$ cat src/rtl/csi_pkg.sv
// ----------------------------------------------------------------------------
// csi_pkg
// Shared types and constants of the complex spike index core.
// ----------------------------------------------------------------------------
package csi_pkg;

  // Field widths
  localparam int unsigned TIME_W    = 32;
  localparam int unsigned HEIGHT_W  = 16;
  localparam int unsigned GAP_W     = 20;
  localparam int unsigned INDEX_W   = 16;
  localparam int unsigned SCORE_W   = 21;
  localparam int unsigned POINTS_W  = 20;
  localparam int unsigned IN_DATA_W  = 48;
  localparam int unsigned OUT_DATA_W = 80;

  // Quotient bits of the index divide: |index| <= 25600 < 2^15
  localparam int unsigned QUOT_W    = 15;
  localparam int unsigned QCNT_W    = 4;

  // Configuration register indexes
  localparam int unsigned CFG_IDX_W = 2;
  localparam logic [CFG_IDX_W-1:0] REG_MIN_GAP = 2'd0;
  localparam logic [CFG_IDX_W-1:0] REG_MAX_GAP = 2'd1;
  localparam logic [CFG_IDX_W-1:0] REG_MODE    = 2'd2;

  // Register reset values
  localparam logic [GAP_W-1:0] MIN_GAP_RST = 20'd3000;
  localparam logic [GAP_W-1:0] MAX_GAP_RST = 20'd15000;

  // Scoring modes
  localparam logic MODE_COMPLEX = 1'b0;
  localparam logic MODE_SINGLE  = 1'b1;

  // Sequencer states
  typedef enum logic [2:0] {
    ST_IDLE,
    ST_DIFF,
    ST_SEL,
    ST_UPD,
    ST_START,
    ST_DIV,
    ST_OUT
  } csi_state_t;

  // Control strobes from the sequencer to the scoring datapath
  typedef struct packed {
    logic load;   // capture an accepted item
    logic diff;   // form neighbour time and height differences
    logic sel;    // pick the nearer neighbour, form gap magnitude
    logic upd;    // score, shift the window, count the point
    logic clr;    // clear the record
  } csi_ctl_t;

endpackage

$ cat src/rtl/complex_spike_index_core.sv
// ----------------------------------------------------------------------------
// complex_spike_index_core
// Streaming complex spike index over a record of spike events.
// ----------------------------------------------------------------------------
// Usage:
//   Spike items enter on the in_ stream (time, signed height, tlast marks the
//   final spike of a record). Each interior spike is scored against its
//   nearer neighbour, if within max gap, in a three-spike window. On the
//   final spike one result item leaves on the out_ stream: index
//   (100*score/points, signed Q8, truncated), score, scored and total points.
//   Sequence: an item that is not the last passes through accept, difference,
//   select and update; in_tready is high only while the sequencer is idle.
//   A final spike then starts the restoring divider (15 quotient bits, one a
//   cycle, then a done flag) and loads the output register once it is free.
//   The output register holds a result until out_tready; new spikes are
//   taken meanwhile, and only the next final spike waits for the register.
//   Reset (rst_n low, synchronous) clears the record, drops any pending
//   result and restores the register defaults. Write cfg_ only while idle.
// ----------------------------------------------------------------------------
module complex_spike_index_core #(
  parameter int unsigned COUNT_BITS = 20
) (
  input  logic                               clk,
  input  logic                               rst_n,
  // in_tdata: spike_time[31:0], spike_height[47:32]
  input  logic [csi_pkg::IN_DATA_W-1:0]      in_tdata,
  input  logic                               in_tlast,
  input  logic                               in_tvalid,
  output logic                               in_tready,
  // out_tdata: index_q8[15:0], score[36:16], scored_points[56:37],
  //            total_points[76:57], zero fill [79:77]
  output logic [csi_pkg::OUT_DATA_W-1:0]     out_tdata,
  output logic                               out_tvalid,
  input  logic                               out_tready,
  input  logic                               cfg_we,
  input  logic [csi_pkg::CFG_IDX_W-1:0]      cfg_index,
  input  logic [csi_pkg::GAP_W-1:0]          cfg_wdata
);

  csi_pkg::csi_state_t state_r, state_nxt;
  csi_pkg::csi_ctl_t   ctl;

  logic [csi_pkg::GAP_W-1:0] min_gap_r, max_gap_r;
  logic                      score_mode_r;
  logic                      last_r;
  logic                      div_start, div_done, out_load;
  logic [csi_pkg::QUOT_W-1:0] quot;

  logic signed [COUNT_BITS:0] score_sum;
  logic [COUNT_BITS-1:0]      scored_count, point_count;
  logic [COUNT_BITS-1:0]      score_mag;

  logic signed [32:0]             score_ext;
  logic [31:0]                    scored_ext, points_ext;
  logic signed [csi_pkg::INDEX_W-1:0] index_val;

  logic [csi_pkg::OUT_DATA_W-1:0] out_data_r;
  logic                           out_valid_r;

  // Configuration registers
  always_ff @(posedge clk) begin
    if (!rst_n) begin
      min_gap_r    <= csi_pkg::MIN_GAP_RST;
      max_gap_r    <= csi_pkg::MAX_GAP_RST;
      score_mode_r <= csi_pkg::MODE_COMPLEX;
    end else if (cfg_we) begin
      case (cfg_index)
        csi_pkg::REG_MIN_GAP: min_gap_r    <= cfg_wdata;
        csi_pkg::REG_MAX_GAP: max_gap_r    <= cfg_wdata;
        csi_pkg::REG_MODE:    score_mode_r <= cfg_wdata[0];
        default: ;
      endcase
    end
  end

  // Sequencer state
  always_ff @(posedge clk) begin
    if (!rst_n) begin
      state_r <= csi_pkg::ST_IDLE;
    end else begin
      state_r <= state_nxt;
    end
  end

  // Hold the last flag of the item in flight
  always_ff @(posedge clk) begin
    if (in_tvalid && in_tready) begin
      last_r <= in_tlast;
    end
  end

  // Next state
  always_comb begin
    state_nxt = state_r;
    case (state_r)
      csi_pkg::ST_IDLE:  if (in_tvalid) state_nxt = csi_pkg::ST_DIFF;
      csi_pkg::ST_DIFF:  state_nxt = csi_pkg::ST_SEL;
      csi_pkg::ST_SEL:   state_nxt = csi_pkg::ST_UPD;
      csi_pkg::ST_UPD:   state_nxt = last_r ? csi_pkg::ST_START : csi_pkg::ST_IDLE;
      csi_pkg::ST_START: state_nxt = csi_pkg::ST_DIV;
      csi_pkg::ST_DIV:   if (div_done) state_nxt = csi_pkg::ST_OUT;
      csi_pkg::ST_OUT:   if (!out_valid_r || out_tready) state_nxt = csi_pkg::ST_IDLE;
      default:           state_nxt = csi_pkg::ST_IDLE;
    endcase
  end

  // Sequencer outputs
  always_comb begin
    in_tready = 1'b0;
    ctl       = '0;
    div_start = 1'b0;
    out_load  = 1'b0;
    case (state_r)
      csi_pkg::ST_IDLE: begin
        in_tready = 1'b1;
        ctl.load  = in_tvalid;
      end
      csi_pkg::ST_DIFF:  ctl.diff  = 1'b1;
      csi_pkg::ST_SEL:   ctl.sel   = 1'b1;
      csi_pkg::ST_UPD:   ctl.upd   = 1'b1;
      csi_pkg::ST_START: div_start = 1'b1;
      csi_pkg::ST_OUT: begin
        out_load = !out_valid_r || out_tready;
        ctl.clr  = out_load;
      end
      default: ;
    endcase
  end

  csi_score #(
    .COUNT_BITS (COUNT_BITS)
  ) u_score (
    .clk          (clk),
    .rst_n        (rst_n),
    .ctl          (ctl),
    .spike_time   (in_tdata[csi_pkg::TIME_W-1:0]),
    .spike_height (in_tdata[csi_pkg::TIME_W +: csi_pkg::HEIGHT_W]),
    .min_gap      (min_gap_r),
    .max_gap      (max_gap_r),
    .score_mode   (score_mode_r),
    .score_sum    (score_sum),
    .scored_count (scored_count),
    .point_count  (point_count)
  );

  // |score| never exceeds the point count, so it fits the count width
  assign score_mag = score_sum[COUNT_BITS] ? COUNT_BITS'(-score_sum)
                                           : score_sum[COUNT_BITS-1:0];

  csi_div #(
    .DEN_W (COUNT_BITS)
  ) u_div (
    .clk   (clk),
    .rst_n (rst_n),
    .start (div_start),
    .mag   (score_mag),
    .den   (point_count),
    .done  (div_done),
    .quot  (quot)
  );

  // Assemble the result
  always_comb begin
    score_ext  = 33'(score_sum);
    scored_ext = 32'(scored_count);
    points_ext = 32'(point_count);
    if (scored_count == '0) begin
      index_val = '0;
    end else if (score_sum[COUNT_BITS]) begin
      index_val = -$signed({1'b0, quot});
    end else begin
      index_val = $signed({1'b0, quot});
    end
  end

  // Output register
  always_ff @(posedge clk) begin
    if (out_load) begin
      out_data_r <= {3'b000,
                     points_ext[csi_pkg::POINTS_W-1:0],
                     scored_ext[csi_pkg::POINTS_W-1:0],
                     score_ext[csi_pkg::SCORE_W-1:0],
                     index_val};
    end
  end

  always_ff @(posedge clk) begin
    if (!rst_n) begin
      out_valid_r <= 1'b0;
    end else if (out_load) begin
      out_valid_r <= 1'b1;
    end else if (out_tready) begin
      out_valid_r <= 1'b0;
    end
  end

  assign out_tdata  = out_data_r;
  assign out_tvalid = out_valid_r;

`ifndef SYNTHESIS
  a_scored_le_points: assert property (@(posedge clk) disable iff (!rst_n)
    scored_count <= point_count)
    else $error("scored count exceeds point count");

  a_score_bounded: assert property (@(posedge clk) disable iff (!rst_n)
    score_mag <= scored_count)
    else $error("score magnitude exceeds scored count");

  a_done_in_div: assert property (@(posedge clk) disable iff (!rst_n)
    div_done |-> (state_r == csi_pkg::ST_DIV))
    else $error("divider finished outside the divide state");

  a_quot_range: assert property (@(posedge clk) disable iff (!rst_n)
    div_done |-> (quot <= csi_pkg::QUOT_W'(25600)))
    else $error("index quotient out of range");

  a_clear_after_out: assert property (@(posedge clk) disable iff (!rst_n)
    out_load |=> (point_count == '0) && (scored_count == '0) && out_tvalid)
    else $error("record not cleared after result load");
`endif

endmodule

$ cat src/rtl/csi_score.sv
// ----------------------------------------------------------------------------
// csi_score
// Three-spike window, nearer-neighbour scoring and record counters.
// ----------------------------------------------------------------------------
module csi_score #(
  parameter int unsigned COUNT_BITS = 20
) (
  input  logic                                clk,
  input  logic                                rst_n,
  input  csi_pkg::csi_ctl_t                   ctl,
  input  logic [csi_pkg::TIME_W-1:0]          spike_time,
  input  logic signed [csi_pkg::HEIGHT_W-1:0] spike_height,
  input  logic [csi_pkg::GAP_W-1:0]           min_gap,
  input  logic [csi_pkg::GAP_W-1:0]           max_gap,
  input  logic                                score_mode,
  output logic signed [COUNT_BITS:0]          score_sum,
  output logic [COUNT_BITS-1:0]               scored_count,
  output logic [COUNT_BITS-1:0]               point_count
);

  localparam int unsigned TW = csi_pkg::TIME_W;
  localparam int unsigned HW = csi_pkg::HEIGHT_W;
  localparam logic [COUNT_BITS-1:0] CNT_MAX = {COUNT_BITS{1'b1}};
  localparam logic signed [COUNT_BITS+1:0] SUM_MAX = {2'b00, {COUNT_BITS{1'b1}}};
  localparam logic signed [COUNT_BITS+1:0] SUM_MIN = -SUM_MAX;

  logic [TW-1:0]        new_time_r, mid_time_r, old_time_r;
  logic signed [HW-1:0] new_height_r, mid_height_r, old_height_r;
  logic signed [TW:0]   d1_r, d2_r;
  logic signed [HW:0]   ht_old_r, ht_new_r;
  logic [TW-1:0]        mag_r;
  logic                 gap_neg_r, gap_zero_r, ht_pos_r;
  logic signed [COUNT_BITS:0] sum_r;
  logic [COUNT_BITS-1:0]      scored_r, points_r;

  logic signed [TW:0]   gap;
  logic signed [HW:0]   ht;
  logic                 near_old;
  logic                 in_reach, below_min, gap_pos;
  logic signed [1:0]    delta;
  logic                 do_score;
  logic signed [COUNT_BITS+1:0] sum_wide;

  // Capture the item and form both neighbour differences
  always_ff @(posedge clk) begin
    if (ctl.load) begin
      new_time_r   <= spike_time;
      new_height_r <= spike_height;
    end
    if (ctl.diff) begin
      d1_r     <= $signed({1'b0, mid_time_r}) - $signed({1'b0, old_time_r});
      d2_r     <= $signed({1'b0, new_time_r}) - $signed({1'b0, mid_time_r});
      ht_old_r <= $signed({mid_height_r[HW-1], mid_height_r})
                - $signed({old_height_r[HW-1], old_height_r});
      ht_new_r <= $signed({mid_height_r[HW-1], mid_height_r})
                - $signed({new_height_r[HW-1], new_height_r});
    end
  end

  // Pick the nearer neighbour
  always_comb begin
    near_old = d1_r < d2_r;
    gap      = near_old ? d1_r : -d2_r;
    ht       = near_old ? ht_old_r : ht_new_r;
  end

  always_ff @(posedge clk) begin
    if (ctl.sel) begin
      mag_r      <= gap[TW] ? TW'(-gap) : gap[TW-1:0];
      gap_neg_r  <= gap[TW];
      gap_zero_r <= (gap == '0);
      ht_pos_r   <= !ht[HW] && (ht != '0);
    end
  end

  // Score the middle spike
  always_comb begin
    in_reach  = mag_r <= TW'(max_gap);
    below_min = mag_r < TW'(min_gap);
    gap_pos   = !gap_neg_r && !gap_zero_r;
    delta     = 2'sd0;
    if (below_min) begin
      delta = -2'sd1;
    end else if (score_mode == csi_pkg::MODE_COMPLEX) begin
      if (!ht_pos_r && gap_pos) begin
        delta = 2'sd1;
      end else if (ht_pos_r && gap_neg_r) begin
        delta = 2'sd1;
      end else if (!gap_zero_r) begin
        delta = -2'sd1;
      end
    end
    do_score = (points_r >= COUNT_BITS'(2)) && in_reach;
    sum_wide = $signed({sum_r[COUNT_BITS], sum_r}) + (COUNT_BITS+2)'(delta);
    if (sum_wide > SUM_MAX) begin
      sum_wide = SUM_MAX;
    end else if (sum_wide < SUM_MIN) begin
      sum_wide = SUM_MIN;
    end
  end

  // Window shift and counters
  always_ff @(posedge clk) begin
    if (!rst_n || ctl.clr) begin
      old_time_r   <= '0;
      old_height_r <= '0;
      mid_time_r   <= '0;
      mid_height_r <= '0;
      sum_r        <= '0;
      scored_r     <= '0;
      points_r     <= '0;
    end else if (ctl.upd) begin
      if (do_score) begin
        sum_r <= sum_wide[COUNT_BITS:0];
        if (scored_r != CNT_MAX) begin
          scored_r <= scored_r + 1'b1;
        end
      end
      old_time_r   <= mid_time_r;
      old_height_r <= mid_height_r;
      mid_time_r   <= new_time_r;
      mid_height_r <= new_height_r;
      if (points_r != CNT_MAX) begin
        points_r <= points_r + 1'b1;
      end
    end
  end

  assign score_sum    = sum_r;
  assign scored_count = scored_r;
  assign point_count  = points_r;

endmodule

$ cat src/rtl/csi_div.sv
// ----------------------------------------------------------------------------
// csi_div
// Restoring divider: one compare-subtract per cycle for 25600*mag / den.
// ----------------------------------------------------------------------------
module csi_div #(
  parameter int unsigned DEN_W = 20
) (
  input  logic                          clk,
  input  logic                          rst_n,
  input  logic                          start,
  input  logic [DEN_W-1:0]              mag,
  input  logic [DEN_W-1:0]              den,
  output logic                          done,
  output logic [csi_pkg::QUOT_W-1:0]    quot
);

  localparam int unsigned QW    = csi_pkg::QUOT_W;
  localparam int unsigned NUM_W = DEN_W + QW;

  logic [NUM_W-1:0]            prod;
  logic [DEN_W-1:0]            rem_r;
  logic [QW-1:0]               num_r, quot_r;
  logic [csi_pkg::QCNT_W-1:0]  cnt_r;
  logic                        busy_r, done_r;
  logic [DEN_W:0]              trial, diff;
  logic                        fits;

  // Scale by 25600 = 2^14 + 2^13 + 2^10
  assign prod = (NUM_W'(mag) << 14) + (NUM_W'(mag) << 13) + (NUM_W'(mag) << 10);

  // One restoring step
  always_comb begin
    trial = {rem_r, num_r[QW-1]};
    diff  = trial - {1'b0, den};
    fits  = !diff[DEN_W];
  end

  // Datapath: the high part of the product is already below den
  always_ff @(posedge clk) begin
    if (start) begin
      rem_r  <= prod[NUM_W-1:QW];
      num_r  <= prod[QW-1:0];
      quot_r <= '0;
    end else if (busy_r) begin
      rem_r  <= fits ? diff[DEN_W-1:0] : trial[DEN_W-1:0];
      num_r  <= {num_r[QW-2:0], 1'b0};
      quot_r <= {quot_r[QW-2:0], fits};
    end
  end

  // Step counter
  always_ff @(posedge clk) begin
    if (!rst_n) begin
      busy_r <= 1'b0;
      done_r <= 1'b0;
      cnt_r  <= '0;
    end else begin
      done_r <= 1'b0;
      if (start) begin
        busy_r <= 1'b1;
        cnt_r  <= csi_pkg::QCNT_W'(QW - 1);
      end else if (busy_r) begin
        if (cnt_r == '0) begin
          busy_r <= 1'b0;
          done_r <= 1'b1;
        end else begin
          cnt_r <= cnt_r - 1'b1;
        end
      end
    end
  end

  assign done = done_r;
  assign quot = quot_r;

endmodule
$ cat config.mk
export PLATFORM = sky130hd
export DESIGN_NAME = complex_spike_index_core
export DESIGN_NICKNAME = d
export VERILOG_FILES = /design/src/rtl/csi_pkg.sv /design/src/rtl/complex_spike_index_core.sv /design/src/rtl/csi_score.sv /design/src/rtl/csi_div.sv
export SDC_FILE = /design/constraint.sdc
export NUM_CORES = 1
export LEC_CHECK = 0
export BUFFER_PORTS_ARGS = -buffer_cell sky130_fd_sc_hd__buf_2
export CAP_MARGIN = 20
export CORE_UTILIZATION = 50
export CTS_BUF_LIST = sky130_fd_sc_hd__clkbuf_16
export CTS_CLUSTER_DIAMETER = 80
export CTS_CLUSTER_SIZE = 24
export DETAILED_ROUTE_END_ITERATION = 16
export PLACE_DENSITY = 0.67
export SETUP_SLACK_MARGIN = 0.05
export SLEW_MARGIN = 15
export SYNTH_ARGS = -nofsm -noshare
export SYNTH_HDL_FRONTEND = slang
export SYNTH_SLANG_ARGS = --single-unit
$ cat constraint.sdc
create_clock -name clk -period 22.7 [get_ports clk]
set_input_delay 3.405 -clock clk [delete_from_list [all_inputs] [get_ports clk]]
set_output_delay 3.405 -clock clk [all_outputs]
set_load 0.02 [all_outputs]
==> flow_summary.ini <==
[clock_tree]
cts_hold_buf = 0
cts_htree_levels = 2
clk_pin_slew_worst_paths_ns = 0.10
ctsResizeCount = 0
cts.path.max_buffers = 3
clock_latency_ns = 0.58
root_buffer = clkbuf_16
cts_setup_buffers = 0
cts_tree = yes
numCtsBuffers = 35
cts_num_sinks = 509

[hold_path]
holdCritPathClass = reg -> reg

[drt]
vias = 23000
route.detailed.drc = 0
post_drt_wl_per_cell_um = 16.3
first_pass_iters = 5
ant_nets = 0
vias_per_cell = 5.52
drt_wl_total_um = 68000
first_iter_violations = 1376

[floorplanning]
die_y_um = 249
die_x_um = 249
core-area_um2 = 60400
initial_core_util_pct = 50.6
die-area_um2 = 62000
row_count = 90
io_pins = 158

[sta]
tightest_slew_ns = 1.10
rsz0062_at_grt = false
maxSlewHeadroom_pct = 26.8
finalWorstSetupSlack_ns = 16.41
hold_viol_final = 0
fmax_ghz = 0.159
fin_crit_sh_pct = 27.7
fin_setup_tns_ns = 0
finalSetupViolations = 0
period_minus_slack_ns = 6.29
final_max_slew_viol_count = 0
clock_skew_ns = 0.0365

[placed_design]
io_buffer_count = 154
dp_hpwl_um = 51600
dp_slack_ns = 16.39
gp_congestion = 0.915

[synthesis]
ys_seq_area_share_pct = 42.8
synth_edf_count = 286
syn_avg_cell_area_um2 = 9.39
synthesis.instances = 3250
ys_types = 85
ys_warn_count = 0
async_reset_ff_share_pct = 0
netlist_area_um2 = 30500
ys_ff_latch = 509
ys.flop_type = edfxtp_1

[setup_path]
criticalPathCategory = reg -> reg
cp.arrival_ns = 6.73
critPathCaptureType = flip-flop
start_kind = flip-flop
cp_max_fo = 22
cp.required_ns = 23.14

[cells_and_area]
nets = 3700
layout_commonest_cell = nand2_1
drive_gt1_share_pct = 8.19
final_cell_mix = nand2_1 (402), edfxtp_1 (286), inv_1 (284)
n_fill_cell = 5390
area_growth_pct = 9.03

[grt]
antenna_found_initial = 1
grt_usage_pct = 21.6
overflow = 0
first_global_vias = 22100
grt_pass1_wl_um = 111000
grt_max_degree = 98

[run_status]
status = finished, final reports clean

[power_and_ir_drop]
leakagePower_uw = 0.0128
irDropWorstVdd_mv = 0.0703
powerDensity_nw_per_um2 = 64.0

[job]
drv_cap = 0
## metal layers
layer | up-vias | track usage (%) | wire, µm
li1 | 11700 | - | -
met2 | 420 | 36.1 | 31400
met3 | 102 | 2.10 | 2130
met1 | 10800 | 29.2 | 32400
met5 | - | 0 | 0
met4 | 0 | 7.94 | 2030
## state kept, by name, indices dropped and copies added, names as in the netlist, 21 cells and up
register            cells
u_score.score_sum      21
u_score.d1_r           33
u_score.d2_r           33
out_tdata              77
u_score.mag_r          32
u_score.new_time_r     32
u_score.mid_time_r     32
u_score.old_time_r     32
## through the flow
step / util [%] / area (µm²) / total power (µW) / hold slack (ns) / std cells
finish: 55.1 / 33300 / 2130 / 0.459 / 4166
global route: 55.1 / 33300 / 2230 / 0.478 / 4166
detailed placement: 53.1 / 32100 / 1470 / 0.447 / 4103
floorplan: - / 30500 / 1370 / 0.431 / 3252
global placement: 53.1 / 32000 / 1460 / 0.442 / 4102
CTS: 55.1 / 33300 / 2150 / 0.460 / 4165
## cell families after synthesis
kind of cell | after synthesis | share of synthesized area [%]
other | 1 | 0.0123
and+or+nand+nor | 1056 | 16.4
muxes | 70 | 2.31
xor gates and xnor gates | 268 | 7.69
AOI/OAI and AO/OA | 694 | 14.5
adders and majority gates | 266 | 11.5
buffers and inverters | 386 | 4.86
DFF | 509 | 42.8
## area by class of cell
class / count / area (µm²) / area share (%)
multi-input cells: 2357 / 16000 / 48.2
flip-flops and latches: 509 / 13100 / 39.2
inverters: 281 / 1050 / 3.17
well taps: 782 / 978 / 2.94
repair buffers: 174 / 928 / 2.79
clock buffers: 37 / 926 / 2.78
clock inverters: 25 / 287 / 0.861
diodes: 1 / 2.50 / 0.00752
## synthesized netlist by cell type, types with 8 or more instances
| cell | count | area share [%] |
|---|---|---|
| edfxtp_1 | 286 | 28 |
| nor3_1 | 66 | 1.1 |
| clkbuf_1 | 88 | 1.1 |
| o22ai_1 | 17 | 0.35 |
| nand4_1 | 30 | 0.62 |
| nor4_1 | 38 | 0.78 |
| fa_1 | 23 | 1.5 |
| inv_1 | 279 | 3.4 |
| nand2b_1 | 31 | 0.64 |
| nor2b_1 | 40 | 0.82 |
| or2_2 | 11 | 0.23 |
| nor2_1 | 250 | 3.1 |
| o31a_1 | 8 | 0.23 |
| nor3b_1 | 9 | 0.22 |
| nand3_1 | 53 | 0.87 |
| xor2_1 | 75 | 2.2 |
| dfxtp_1 | 223 | 15 |
| a21o_1 | 63 | 1.5 |
| a21boi_0 | 37 | 0.91 |
| a31oi_1 | 27 | 0.55 |
| and3_1 | 24 | 0.49 |
| o211ai_1 | 29 | 0.71 |
| nand3b_1 | 8 | 0.20 |
| and2_1 | 15 | 0.31 |
| o21a_1 | 39 | 0.96 |
| o21ai_0 | 109 | 1.8 |
| ha_1 | 243 | 10 |
| and4_1 | 11 | 0.32 |
| o41ai_1 | 13 | 0.37 |
| nand2_1 | 402 | 4.9 |
| a21oi_1 | 233 | 3.8 |
| mux2i_1 | 66 | 2.2 |
| or3_1 | 28 | 0.57 |
| or4_1 | 17 | 0.42 |
| o21bai_1 | 9 | 0.22 |
| xnor2_1 | 193 | 5.5 |
| a211oi_1 | 26 | 0.64 |
| o31ai_1 | 29 | 0.71 |
## where the power goes
part	internal [µW]	leakage (µW)	switching, µW
Combinational	157	0.00786	218
Sequential	1040	0.00433	37.5
Clock	327	0.000606	353
## worst max-delay path, stage by stage, from the launching register on
cell      delay, ns
edfxtp_1       0.41
ha_1           0.29
a21o_1         0.11
a21o_1         0.11
a21o_1         0.11
a21o_1         0.10
a21o_1         0.11
a21o_1         0.11
a21oi_1        0.07
o21ai_0        0.47
nand2_1        0.68
fa_1           0.70
a211oi_1       0.43
o21bai_1       0.14
a21o_1         0.20
xnor2_1        0.22
nand4_1        0.12
or4_1          0.55
nor4_1         0.32
a41oi_1        0.20
o21bai_2       0.59
nor2_1         0.12
## path summary, 6_finish.rpt
kind	slack [ns]	start	cells after the start	end
worst max-delay path	16.41	u_score.mag_r[1]	21	u_score.score_sum[8]
worst min-delay path	0.46	u_score.old_height_r[5]	2	u_score.old_height_r[5]
worst max register to register	16.41	u_score.mag_r[1]	21	u_score.score_sum[8]
worst min register to register	0.46	u_score.old_height_r[5]	2	u_score.old_height_r[5]
Power figures use the tool's default switching activity.
